--- src/rtl/bdlp_pkg.sv ---
// Shared types, register indexes and constants for the button debounce block.
// No dependencies; every other file imports this package.
package bdlp_pkg;

  localparam int unsigned TickW = 32;
  localparam int unsigned CfgW = 16;
  localparam int unsigned CfgIdxW = 2;
  localparam int unsigned VolW = 7;
  localparam int unsigned PctW = 7;
  localparam int unsigned StepW = 2;

  localparam logic [CfgIdxW-1:0] REG_DEBOUNCE = 2'd0;
  localparam logic [CfgIdxW-1:0] REG_HOLD = 2'd1;

  localparam logic [CfgW-1:0] DEBOUNCE_RESET = 16'd80;
  localparam logic [CfgW-1:0] HOLD_RESET = 16'd1400;

  localparam logic [VolW-1:0] VOL_STEP = 7'd5;
  localparam logic [VolW-1:0] VOL_MAX = 7'd100;
  localparam logic [VolW-1:0] VOL_RESET = 7'd70;
  localparam logic [StepW-1:0] WAKE_STEP = 2'd3;
  localparam logic [StepW-1:0] DARK_STEP = 2'd0;

  // Pin levels are active low: 1 means released.
  localparam logic [2:0] LEVELS_RELEASED = 3'b111;

  typedef struct packed {
    logic [TickW-1:0] now_ticks;
    logic             plus_level;
    logic             power_level;
    logic             minus_level;
  } in_t;

  typedef struct packed {
    logic            volume_up_event;
    logic            volume_down_event;
    logic            power_off_event;
    logic            brightness_event;
    logic [VolW-1:0] volume_percent;
    logic [PctW-1:0] brightness_percent;
    logic            display_sleeping;
  } out_t;

  // Power button events found for one sample.
  typedef struct packed {
    logic power_off;
    logic bright_cycle;
  } pwr_ev_t;

  function automatic logic [PctW-1:0] bright_pct(input logic [StepW-1:0] step);
    logic [PctW-1:0] pct;
    case (step)
      2'd0:    pct = 7'd0;
      2'd1:    pct = 7'd20;
      2'd2:    pct = 7'd50;
      default: pct = 7'd80;
    endcase
    return pct;
  endfunction

endpackage

--- src/rtl/bdlp_key.sv ---
// Falling-edge press detector with a lockout window, for the plus or minus button.
// Depends on bdlp_pkg.
module bdlp_key (
  input  logic                        clk,
  input  logic                        rst,
  input  logic                        upd,
  input  logic [bdlp_pkg::TickW-1:0]  now_ticks,
  input  logic                        level,
  input  logic                        last_level,
  input  logic [bdlp_pkg::CfgW-1:0]   debounce_ticks,
  output logic                        press
);
  import bdlp_pkg::*;

  logic [TickW-1:0] lockout_until;

  // Plain unsigned compare: the lockout end does not wrap-track the counter.
  assign press = last_level & ~level & (now_ticks >= lockout_until);

  always_ff @(posedge clk) begin
    if (rst) begin
      lockout_until <= '0;
    end else if (upd && press) begin
      lockout_until <= now_ticks + {{(TickW-CfgW){1'b0}}, debounce_ticks};
    end
  end

endmodule

--- src/rtl/bdlp_power.sv ---
// Power button tracker: hold timing for power-off, short release for brightness.
// Depends on bdlp_pkg.
module bdlp_power (
  input  logic                        clk,
  input  logic                        rst,
  input  logic                        upd,
  input  logic [bdlp_pkg::TickW-1:0]  now_ticks,
  input  logic                        level,
  input  logic                        last_level,
  input  logic [bdlp_pkg::CfgW-1:0]   debounce_ticks,
  input  logic [bdlp_pkg::CfgW-1:0]   hold_ticks,
  output bdlp_pkg::pwr_ev_t           ev
);
  import bdlp_pkg::*;

  logic [TickW-1:0] press_start;
  logic [TickW-1:0] lockout_until;
  logic             hold_handled;

  logic             pressed_edge;
  logic             released_ok;
  logic [TickW-1:0] start_next;
  logic             handled_eff;
  logic [TickW-1:0] held;

  assign pressed_edge = last_level & ~level;
  assign start_next   = pressed_edge ? now_ticks : press_start;
  assign handled_eff  = pressed_edge ? 1'b0 : hold_handled;
  assign held         = now_ticks - start_next;
  assign released_ok  = ~last_level & level & (now_ticks >= lockout_until);

  always_comb begin
    ev.power_off    = ~level & ~handled_eff & (held >= {{(TickW-CfgW){1'b0}}, hold_ticks});
    ev.bright_cycle = released_ok & ~handled_eff;
  end

  always_ff @(posedge clk) begin
    if (rst) begin
      press_start   <= '0;
      lockout_until <= '0;
      hold_handled  <= 1'b0;
    end else if (upd) begin
      press_start  <= start_next;
      hold_handled <= handled_eff | ev.power_off;
      // A release restarts the lockout even after a handled hold.
      if (ev.power_off || released_ok) begin
        lockout_until <= now_ticks + {{(TickW-CfgW){1'b0}}, debounce_ticks};
      end
    end
  end

endmodule

--- src/rtl/button_debounce_long_press_control.sv ---
// Button debounce with long press: volume up/down and power/brightness control.
// Input side takes one poll word per handshake: a 32-bit tick stamp and three
// active-low pin levels (plus, power, minus). Output side gives one word per
// input word: four event flags, the volume (0..100 in steps of 5), the display
// brightness (0/20/50/80) and a sleeping flag.
// Both sides use valid/ready. A word sits in an input register, the press
// logic runs against the button state, and the result lands in an output
// register that drives out_valid.
// Throughput is one word per cycle while the output is not stalled; the button
// state is read and written as the word moves into the output register.
// When the receiver stalls, the output word holds and the input register
// still takes one more word; in_ready drops only when both are full.
// Config writes (cfg_wen, cfg_index, cfg_wdata) are registered: index 0 is
// the debounce lockout, index 1 the power hold time; other indexes are ignored.
// Synchronous reset empties both registers, sets volume 70, brightness 80,
// all buttons released, lockouts and press start to zero, and restores the
// default lockout (80) and hold (1400) times.
// Depends on bdlp_pkg, bdlp_key and bdlp_power.
module button_debounce_long_press_control (
  input  logic                          clk,
  input  logic                          rst,
  input  logic                          in_valid,
  output logic                          in_ready,
  input  bdlp_pkg::in_t                 in_data,
  output logic                          out_valid,
  input  logic                          out_ready,
  output bdlp_pkg::out_t                out_data,
  input  logic                          cfg_wen,
  input  logic [bdlp_pkg::CfgIdxW-1:0]  cfg_index,
  input  logic [bdlp_pkg::CfgW-1:0]     cfg_wdata
);
  import bdlp_pkg::*;

  logic [CfgW-1:0]  debounce_ticks;
  logic [CfgW-1:0]  hold_ticks;

  logic             s1_valid;
  in_t              s1_data;
  logic             adv;
  logic             fire;

  logic [2:0]       last_levels;
  logic [VolW-1:0]  volume_level;
  logic [StepW-1:0] brightness_step;
  logic             sleeping_flag;

  logic             ev_up;
  logic             ev_down;
  pwr_ev_t          pwr_ev;

  logic [VolW:0]    vol_sum;
  logic [VolW-1:0]  vol_mid;
  logic [VolW-1:0]  volume_next;
  logic [StepW-1:0] step_a;
  logic [StepW-1:0] step_b;
  logic [StepW-1:0] step_next;
  logic             sleep_a;
  logic             sleep_b;
  logic             sleeping_next;
  out_t             res;

  assign adv      = ~out_valid | out_ready;
  assign fire     = s1_valid & adv;
  assign in_ready = ~s1_valid | adv;

  always_ff @(posedge clk) begin
    if (rst) begin
      debounce_ticks <= DEBOUNCE_RESET;
      hold_ticks     <= HOLD_RESET;
    end else if (cfg_wen) begin
      case (cfg_index)
        REG_DEBOUNCE: debounce_ticks <= cfg_wdata;
        REG_HOLD:     hold_ticks     <= cfg_wdata;
        default:      ;
      endcase
    end
  end

  always_ff @(posedge clk) begin
    if (rst) begin
      s1_valid <= 1'b0;
    end else if (in_ready) begin
      s1_valid <= in_valid;
    end
  end

  always_ff @(posedge clk) begin
    if (in_valid && in_ready) begin
      s1_data <= in_data;
    end
  end

  bdlp_key u_plus (
    .clk            (clk),
    .rst            (rst),
    .upd            (fire),
    .now_ticks      (s1_data.now_ticks),
    .level          (s1_data.plus_level),
    .last_level     (last_levels[0]),
    .debounce_ticks (debounce_ticks),
    .press          (ev_up)
  );

  bdlp_power u_power (
    .clk            (clk),
    .rst            (rst),
    .upd            (fire),
    .now_ticks      (s1_data.now_ticks),
    .level          (s1_data.power_level),
    .last_level     (last_levels[1]),
    .debounce_ticks (debounce_ticks),
    .hold_ticks     (hold_ticks),
    .ev             (pwr_ev)
  );

  bdlp_key u_minus (
    .clk            (clk),
    .rst            (rst),
    .upd            (fire),
    .now_ticks      (s1_data.now_ticks),
    .level          (s1_data.minus_level),
    .last_level     (last_levels[2]),
    .debounce_ticks (debounce_ticks),
    .press          (ev_down)
  );

  // Apply effects in order: plus, power, minus.
  always_comb begin
    vol_sum = {1'b0, volume_level} + {1'b0, VOL_STEP};
    vol_mid = volume_level;
    if (ev_up) begin
      vol_mid = (vol_sum > {1'b0, VOL_MAX}) ? VOL_MAX : vol_sum[VolW-1:0];
    end
    volume_next = vol_mid;
    if (ev_down) begin
      volume_next = (vol_mid < VOL_STEP) ? '0 : vol_mid - VOL_STEP;
    end

    // Volume press wakes a sleeping display.
    step_a  = brightness_step;
    sleep_a = sleeping_flag;
    if (ev_up && sleeping_flag) begin
      step_a  = WAKE_STEP;
      sleep_a = 1'b0;
    end
    step_b  = step_a;
    sleep_b = sleep_a;
    if (pwr_ev.bright_cycle) begin
      step_b  = step_a + 2'd1;
      sleep_b = (step_b == DARK_STEP);
    end
    step_next     = step_b;
    sleeping_next = sleep_b;
    if (ev_down && sleep_b) begin
      step_next     = WAKE_STEP;
      sleeping_next = 1'b0;
    end

    res.volume_up_event    = ev_up;
    res.volume_down_event  = ev_down;
    res.power_off_event    = pwr_ev.power_off;
    res.brightness_event   = pwr_ev.bright_cycle;
    res.volume_percent     = volume_next;
    res.brightness_percent = bright_pct(step_next);
    res.display_sleeping   = sleeping_next;
  end

  always_ff @(posedge clk) begin
    if (rst) begin
      last_levels     <= LEVELS_RELEASED;
      volume_level    <= VOL_RESET;
      brightness_step <= WAKE_STEP;
      sleeping_flag   <= 1'b0;
    end else if (fire) begin
      last_levels     <= {s1_data.minus_level, s1_data.power_level, s1_data.plus_level};
      volume_level    <= volume_next;
      brightness_step <= step_next;
      sleeping_flag   <= sleeping_next;
    end
  end

  always_ff @(posedge clk) begin
    if (rst) begin
      out_valid <= 1'b0;
    end else if (adv) begin
      out_valid <= s1_valid;
    end
  end

  always_ff @(posedge clk) begin
    if (fire) begin
      out_data <= res;
    end
  end

endmodule

--- config.mk ---
export PLATFORM = sky130hd
export DESIGN_NAME = button_debounce_long_press_control
export DESIGN_NICKNAME = d
export VERILOG_FILES = /design/src/rtl/bdlp_pkg.sv /design/src/rtl/bdlp_key.sv /design/src/rtl/bdlp_power.sv /design/src/rtl/button_debounce_long_press_control.sv
export SDC_FILE = /design/constraint.sdc
export NUM_CORES = 1
export LEC_CHECK = 0
export BUFFER_PORTS_ARGS = -buffer_cell sky130_fd_sc_hd__buf_2
export CORE_ASPECT_RATIO = 0.9
export CORE_MARGIN = 2
export CORE_UTILIZATION = 40
export CTS_CLUSTER_DIAMETER = 150
export CTS_CLUSTER_SIZE = 14
export DETAILED_ROUTE_END_ITERATION = 7
export PLACE_DENSITY = 0.54
export SLEW_MARGIN = 5
export SYNTH_ARGS = -nofsm -noshare
export SYNTH_HDL_FRONTEND = slang
export SYNTH_SLANG_ARGS = --single-unit
--- constraint.sdc ---
create_clock -name clk -period 10.3 [get_ports clk]
set_input_delay 0.515 -clock clk [delete_from_list [all_inputs] [get_ports clk]]
set_output_delay 0.515 -clock clk [all_outputs]
set_load 0.02 [all_outputs]
Word level (Yosys, flattened, before mapping)

Index checks and enable logic that the tools add are counted.

Memories: 0
Flip-flop bits (word level): 230
ROM bits: 0
Memory bits (writable): 0
Bits in latches: 0
Word-level logic and storage cells: 84
Input port bits: 58

Order comparisons: 6
Eq/ne operators: 3
Div/mod/pow operators: 0
Bitwise gates (word level): 21
Reductions and logical operators: 12
Shifts and indexed selects: 0
Multiply operators: 0
Add/sub/neg operators: 5
Mux-type cells: 13

Operators with widths:

| cell                                               | number |
|---|---|
| greater-or-equal comparator 32 bit                 | 3 |
| adder 32 x 16 -> 32 bit                            | 1 |
| greater-or-equal comparator 32 x 16 -> 1 bit       | 1 |
| two-way mux 32 bit                                 | 1 |
| subtractor 32 bit                                  | 1 |
| two-way mux 7 bit                                  | 4 |
| case mux 7 bit (3 select lines)                    | 1 |
| AND 1 bit                                          | 11 |
| adder 7 x 3 -> 8 bit, second input constant        | 1 |
| > comparator 8 x 7 -> 1 bit, second input constant | 1 |
| < comparator 7 x 3 -> 1 bit, second input constant | 1 |
| inverter 1 bit                                     | 7 |
| subtractor 7 x 3 -> 7 bit, second input constant   | 1 |
| logical NOT 2 bit                                  | 3 |
| two-way mux 2 bit                                  | 3 |
| AND reduction 2 bit                                | 3 |
| logical AND 1 bit                                  | 5 |
| == test 2 x 1 -> 1 bit, second input constant      | 2 |
| two-way mux 1 bit                                  | 4 |
| bitwise OR 1 bit                                   | 3 |
| adder 2 x 1 -> 2 bit, second input constant        | 1 |
| == test 2 bit, second input constant               | 1 |
| logical OR 1 bit                                   | 1 |

Longest topological paths before layout

Depth in word-level cells: 12
Depth in mapped cells: 28

Cells and area by module

Synthesis repeated with hierarchy kept, for this count alone.

Cells, all modules: 2,135
Area, all modules: 17,315.4 sq um

By module, submodules not included:

| module                             | cells each | instances | area an instance (sq um) |
|---|---|---|---|
| bdlp_power                         | 967        | 1         | 7,190.6 |
| button_debounce_long_press_control | 390        | 1         | 4,075.2 |
| bdlp_key (u_minus)                 | 389        | 1         | 3,037.9 |
| bdlp_key (u_plus)                  | 389        | 1         | 3,011.6 |

Worst setup path after synthesis

No wires, ideal clock.

Path kind: flip-flop to flip-flop
Start: register s1_data[1] in the netlist's numbering
End: register u_power.lockout_until[12]
Cell stages (with the launch flop): 26
Path buffers: 6
Setup slack: 5.015 ns
Data required time: 10.184 ns
Arrival: 5.168 ns
Clock period less this slack: 5.285 ns
Cells stage by stage: edfxtp_1 nor2b_1 buf_2 buf_2 clkbuf_1 clkbuf_1 mux2i_1 ha_1 nand2_1 a311o_1 nor2_1 nor2_1 xnor2_1 ha_1 nor2b_1 o21ai_0 o2111ai_1 a31oi_1 or4b_1 nor4_1 nand4_1 o21ai_2 buf_4 buf_6 a21oi_1 a41o_1

Longest elaborated chain between the ends: 8

RTL lines:

| item                                                                             | RTL line                                 | RTL |
|---|---|---|
| from (decl)                                                                      | button_debounce_long_press_control.sv:38 | `in_t s1_data;` |
| from (signal assigned)                                                           | button_debounce_long_press_control.sv:89 | `s1_data <= in_data;` |
| inverter 1 bit                                                                   | bdlp_power.sv:26, bdlp_power.sv:33       |  |
| AND 1 bit                                                                        | bdlp_power.sv:26                         | `assign pressed_edge = last_level & ~level;` |
| two-way mux 32 bit / two-way mux 1 bit (equally long branches)                   | bdlp_power.sv:27, bdlp_power.sv:28       |  |
| subtractor 32 bit / inverter 1 bit (equally long branches)                       | bdlp_power.sv:29, bdlp_power.sv:33       |  |
| greater-or-equal comparator 32 x 16 -> 1 bit / AND 1 bit (equally long branches) | bdlp_power.sv:33                         | `ev.power_off = ~level & ~handled_eff & (held >= {{(TickW-CfgW){1'b0}}, hold_ticks});` |
| AND 1 bit                                                                        | bdlp_power.sv:33                         |  |
| logical OR 1 bit (*)                                                             | bdlp_power.sv:46                         | `if (ev.power_off \|\| released_ok) begin` |
| AND reduction 2 bit (no line) (*)                                                | --                                       |  |
| to (signal assigned)                                                             | bdlp_power.sv:47                         | `lockout_until <= now_ticks + {{(TickW-CfgW){1'b0}}, debounce_ticks};` |
| to (decl)                                                                        | bdlp_power.sv:17                         | `logic [TickW-1:0] lockout_until;` |

Mark *: on every way between the ends. The rest lies on a longest branch, timed or not.
A chain may end at the register's enable or synchronous reset.

Final worst setup path

Start: register s1_data[1] in the netlist's numbering
End: register u_power.lockout_until[1]

Longest elaborated chain between the ends: 8

RTL lines:

| item                                         | RTL line         | RTL |
|---|---|---|
| inverter 1 bit                               | bdlp_power.sv:26 |  |
| AND 1 bit                                    | bdlp_power.sv:26 |  |
| two-way mux 32 bit                           | bdlp_power.sv:27 | `assign start_next = pressed_edge ? now_ticks : press_start;` |
| net u_power.start_next[0]                    | bdlp_power.sv:22 | `logic [TickW-1:0] start_next;` |
| subtractor 32 bit                            | bdlp_power.sv:29 | `assign held = now_ticks - start_next;` |
| greater-or-equal comparator 32 x 16 -> 1 bit | bdlp_power.sv:33 |  |
| AND 1 bit                                    | bdlp_power.sv:33 |  |
| logical OR 1 bit                             | bdlp_power.sv:46 |  |
| AND reduction 2 bit (no line)                | --               |  |

The timed path passes the listed nets, and every way through them passes these cells.

==> flow_metrics.tcl <==
set metrics [dict create \
    routed_wirelength_um 43290 \
    firstDrtPassIters 7 \
    cts_buffers 20 \
    path_buf_inv 1 \
    p_leak_nw 6.340 \
    power-per-cell-area_mw_per_mm2 140.5 \
    startpoint_type "register" \
    vias 12910 \
    die_w_um 207.0 \
    gr-total-overflow 0 \
    antenna_found_initial 0 \
    synth.most_common_cell "nand2_1" \
    fp.dieH_um 186.7 \
    final.period_utilization_pct 70.62 \
    drc_errors 0 \
    async_reset_ff_share_pct 0 \
    cp_max_fo 49 \
    synth_area_leaders "dfxtp_1, ha_1, edfxtp_1" \
    crit_chain "nand2b_1 -> o21ai_0 -> ha_1 -> inv_1 -> ha_1 -> nor4_1 -> a311oi_2 -> a2111oi_2 -> nor2_1 -> nor2_1 -> xnor2_1 -> ha_1 -> nor2b_1 -> o21ai_0 -> o2111ai_1 -> a31oi_1 -> or4b_1 -> nor4_1 -> nand4_1 -> o21ai_4 -> nand2_2 -> a211oi_1" \
    avgSynthCellArea_sq_um 8.215 \
    fmax_mhz 137.5 \
    place.gp.congestion 0.9243 \
    wl_per_cell_um 18.63 \
    synth_cell_types 87 \
    clkTransAtPathRegs_ns 0.07 \
    first_global_vias 12180 \
    finalHoldViolations 0 \
    yosysTopAreaCell "dfxtp_1" \
    core_area_sq_mm 0.03633 \
    ys_ff_latch 227 \
    vdd.ir_drop.worst_mv 0.1307 \
    post_cts_buffers 0 \
    area_growth_pct 9.375 \
    slew_headroom_pct 17.48 \
    crit_family "simple AND/OR/NAND/NOR gates" \
    rsz0062_at_grt "false" \
    cts_tree "yes" \
    netlist_instances 1805 \
    final_nets 2047 \
    fp-row-count 66 \
    tightestPinTransition_ns 1.235 \
    synth_warnings 0 \
    arrival_ns 7.69 \
    synthesis.area_sq_mm 0.01483 \
    crit_path_max_incr_delay_ns 1.04 \
    post_cts_resized 0 \
    ant_nets 0 \
    start_util_pct 40.81 \
    viasPerCell 5.556 \
    setup_tns_ns 0 \
    synth_commonest_cells "nand2_1, a21oi_1, dfxtp_1, ha_1, inv_1" \
    die_area_sq_mm 0.03863 \
    seq_area_frac_synth_pct 34.09 \
    first_iter_violations 1000 \
    slew_violations 0 \
    hold_path_class "input pin to register" \
    setup_viol 0 \
    path_common_cell "ha_1" \
    yosys_most_used_dff "dfxtp_1" \
    cts_max_path_buffers 3 \
    cts-root-buf "clkbuf_16" \
    crit_required_ns 10.72 \
    cts.sinks 227 \
    end_kind "register" \
    dp_hpwl_um 31690 \
    grt_use_total_pct 22.38 \
    grt_pass1_wl_um 68800 \
    cts_hold_buf 0 \
    n_antenna_cell 0 \
    drv_cap 0 \
    insertion_delay_ns 0.51 \
    io_pins 79 \
    finalCriticalPeriod_ns 7.274 \
    io_buffers 76 \
    synth-edff-count 51 \
    layout-drive-gt1-share_pct 8.550 \
    holdWs_ns 0.1789 \
    slowest_stage "o21ai_4" \
    crit_type "register to register" \
    grt_max_degree 82 \
    synth_top_area_share_pct 23.76 \
    htreeDepth 1 \
    skew_ns 0.01861 \
    status "complete, no violations" \
]
[worst reg2reg max path, cell delays in order (launching register included)]
cell and delay, ns:
edfxtp_1 0.46, nand2b_1 0.55, o21ai_0 0.35, ha_1 0.24, inv_1 0.05, ha_1 0.24
nor4_1 0.39, a311oi_2 0.15, a2111oi_2 0.46, nor2_1 0.13, nor2_1 0.15, xnor2_1 0.14
ha_1 0.26, nor2b_1 0.13, o21ai_0 0.16, o2111ai_1 0.13, a31oi_1 0.15, or4b_1 0.46
nor4_1 0.25, nand4_1 0.36, o21ai_4 1.04, nand2_2 0.56, a211oi_1 0.38
[registers in the layout, indices dropped and copies added, names as in the netlist]
| register | count |
|---|---|
| s1_data | 35 |
| u_minus.lockout_until | 32 |
| u_plus.lockout_until | 32 |
| u_power.lockout_until | 32 |
| u_power.press_start | 32 |
| debounce_ticks | 16 |
| hold_ticks | 16 |
| out_data | 16 |
| volume_level | 7 |
| last_levels | 3 |
| brightness_step | 2 |
| out_valid | 1 |
| s1_valid | 1 |
| sleeping_flag | 1 |
| u_power.hold_handled | 1 |
[through the flow]
step / total power [mW] / setup slack, ns / instances / util (%) / cell area [sq um]
floorplan: 1.408 / 5.015 / 1806 / - / 14830
CTS: 2.297 / 3.075 / 2324 / 44.64 / 16220
finish: 2.279 / 3.026 / 2324 / 44.64 / 16220
detailed placement: 1.567 / 3.115 / 2289 / 43.01 / 15630
global placement: 1.560 / 3.309 / 2289 / 43.01 / 15630
global route: 2.410 / 2.281 / 2324 / 44.64 / 16220
[report_power, final]
part | switching, mW | leakage [nW] | total, mW | internal [mW]
Combinational | 0.338 | 4.14 | 0.552 | 0.214
Sequential | 0.0429 | 1.92 | 1.00 | 0.959
Clock | 0.344 | 0.281 | 0.725 | 0.381
Total | 0.725 | 6.34 | 2.28 | 1.55
[final cells by class]
| class | count | area (sq um) |
|---|---|---|
| Multi-Input combinational cell | 1348 | 8922 |
| Fill cell | 3648 | 20120 |
| Tap cell | 476 | 595.6 |
| Clock inverter | 1 | 16.27 |
| Clock buffer | 34 | 574.3 |
| Inverter | 145 | 544.3 |
| Sequential cell | 227 | 5055 |
| Timing Repair Buffer | 93 | 510.5 |
[cell families after synthesis]
group,Yosys count,share of synthesized area (%)
compound gates,517,23.31
xor+xnor,55,3.299
fa+ha+maj,157,13.25
buf+inv,231,6.067
flops,227,34.09
mux,27,1.831
other cells,1,0.02529
simple gates,590,18.13
[layer usage]
metal / GRT usage, % / up-vias / wire length (um)
met5: 0 / - / 0
met4: 5.374 / 0 / 1016
met3: 2.689 / 68 / 2310
met2: 33.32 / 326 / 18110
met1: 34.06 / 6062 / 21850
li1: - / 6457 / -
[layout by cell type, fill, tap and decap left out, drive strengths merged, types with 5 or more instances in the layout]
cell     instances
buf             93
nand2          281
and2            12
nand3           27
a31oi           11
o31ai            6
xnor2           34
and3            33
xor2            21
o21a            11
o211ai          17
or2              7
a21oi          191
a21boi           7
inv            144
edfxtp          51
nor2b           23
nor3            22
ha             153
a311oi           5
a41o             6
nand2b          24
nand4           28
o21ai           63
clkbuf          34
a211o            8
a211oi          59
a21o            61
dfxtp          176
a21bo           10
nor4             5
mux2i           26
o21bai           8
o2111ai          9
nor2           109
[final timing paths]
| path | from | to | slack (ns) | depth (start not counted) |
|---|---|---|---|---|
| worst min register to register | u_plus.lockout_until[7]$_SDFFE_PP0P_ | u_plus.lockout_until[7]$_SDFFE_PP0P_ | 0.45 | 2 |
| worst min-delay path | in_data[7] | s1_data[7]$_DFFE_PP_ | 0.18 | 1 |
| worst max-delay path | s1_data[1]$_DFFE_PP_ | u_power.lockout_until[1]$_SDFFE_PP0P_ | 3.03 | 22 |
| worst max register to register | s1_data[1]$_DFFE_PP_ | u_power.lockout_until[1]$_SDFFE_PP0P_ | 3.03 | 22 |
No activity file was read; power rests on OpenSTA's default activity.
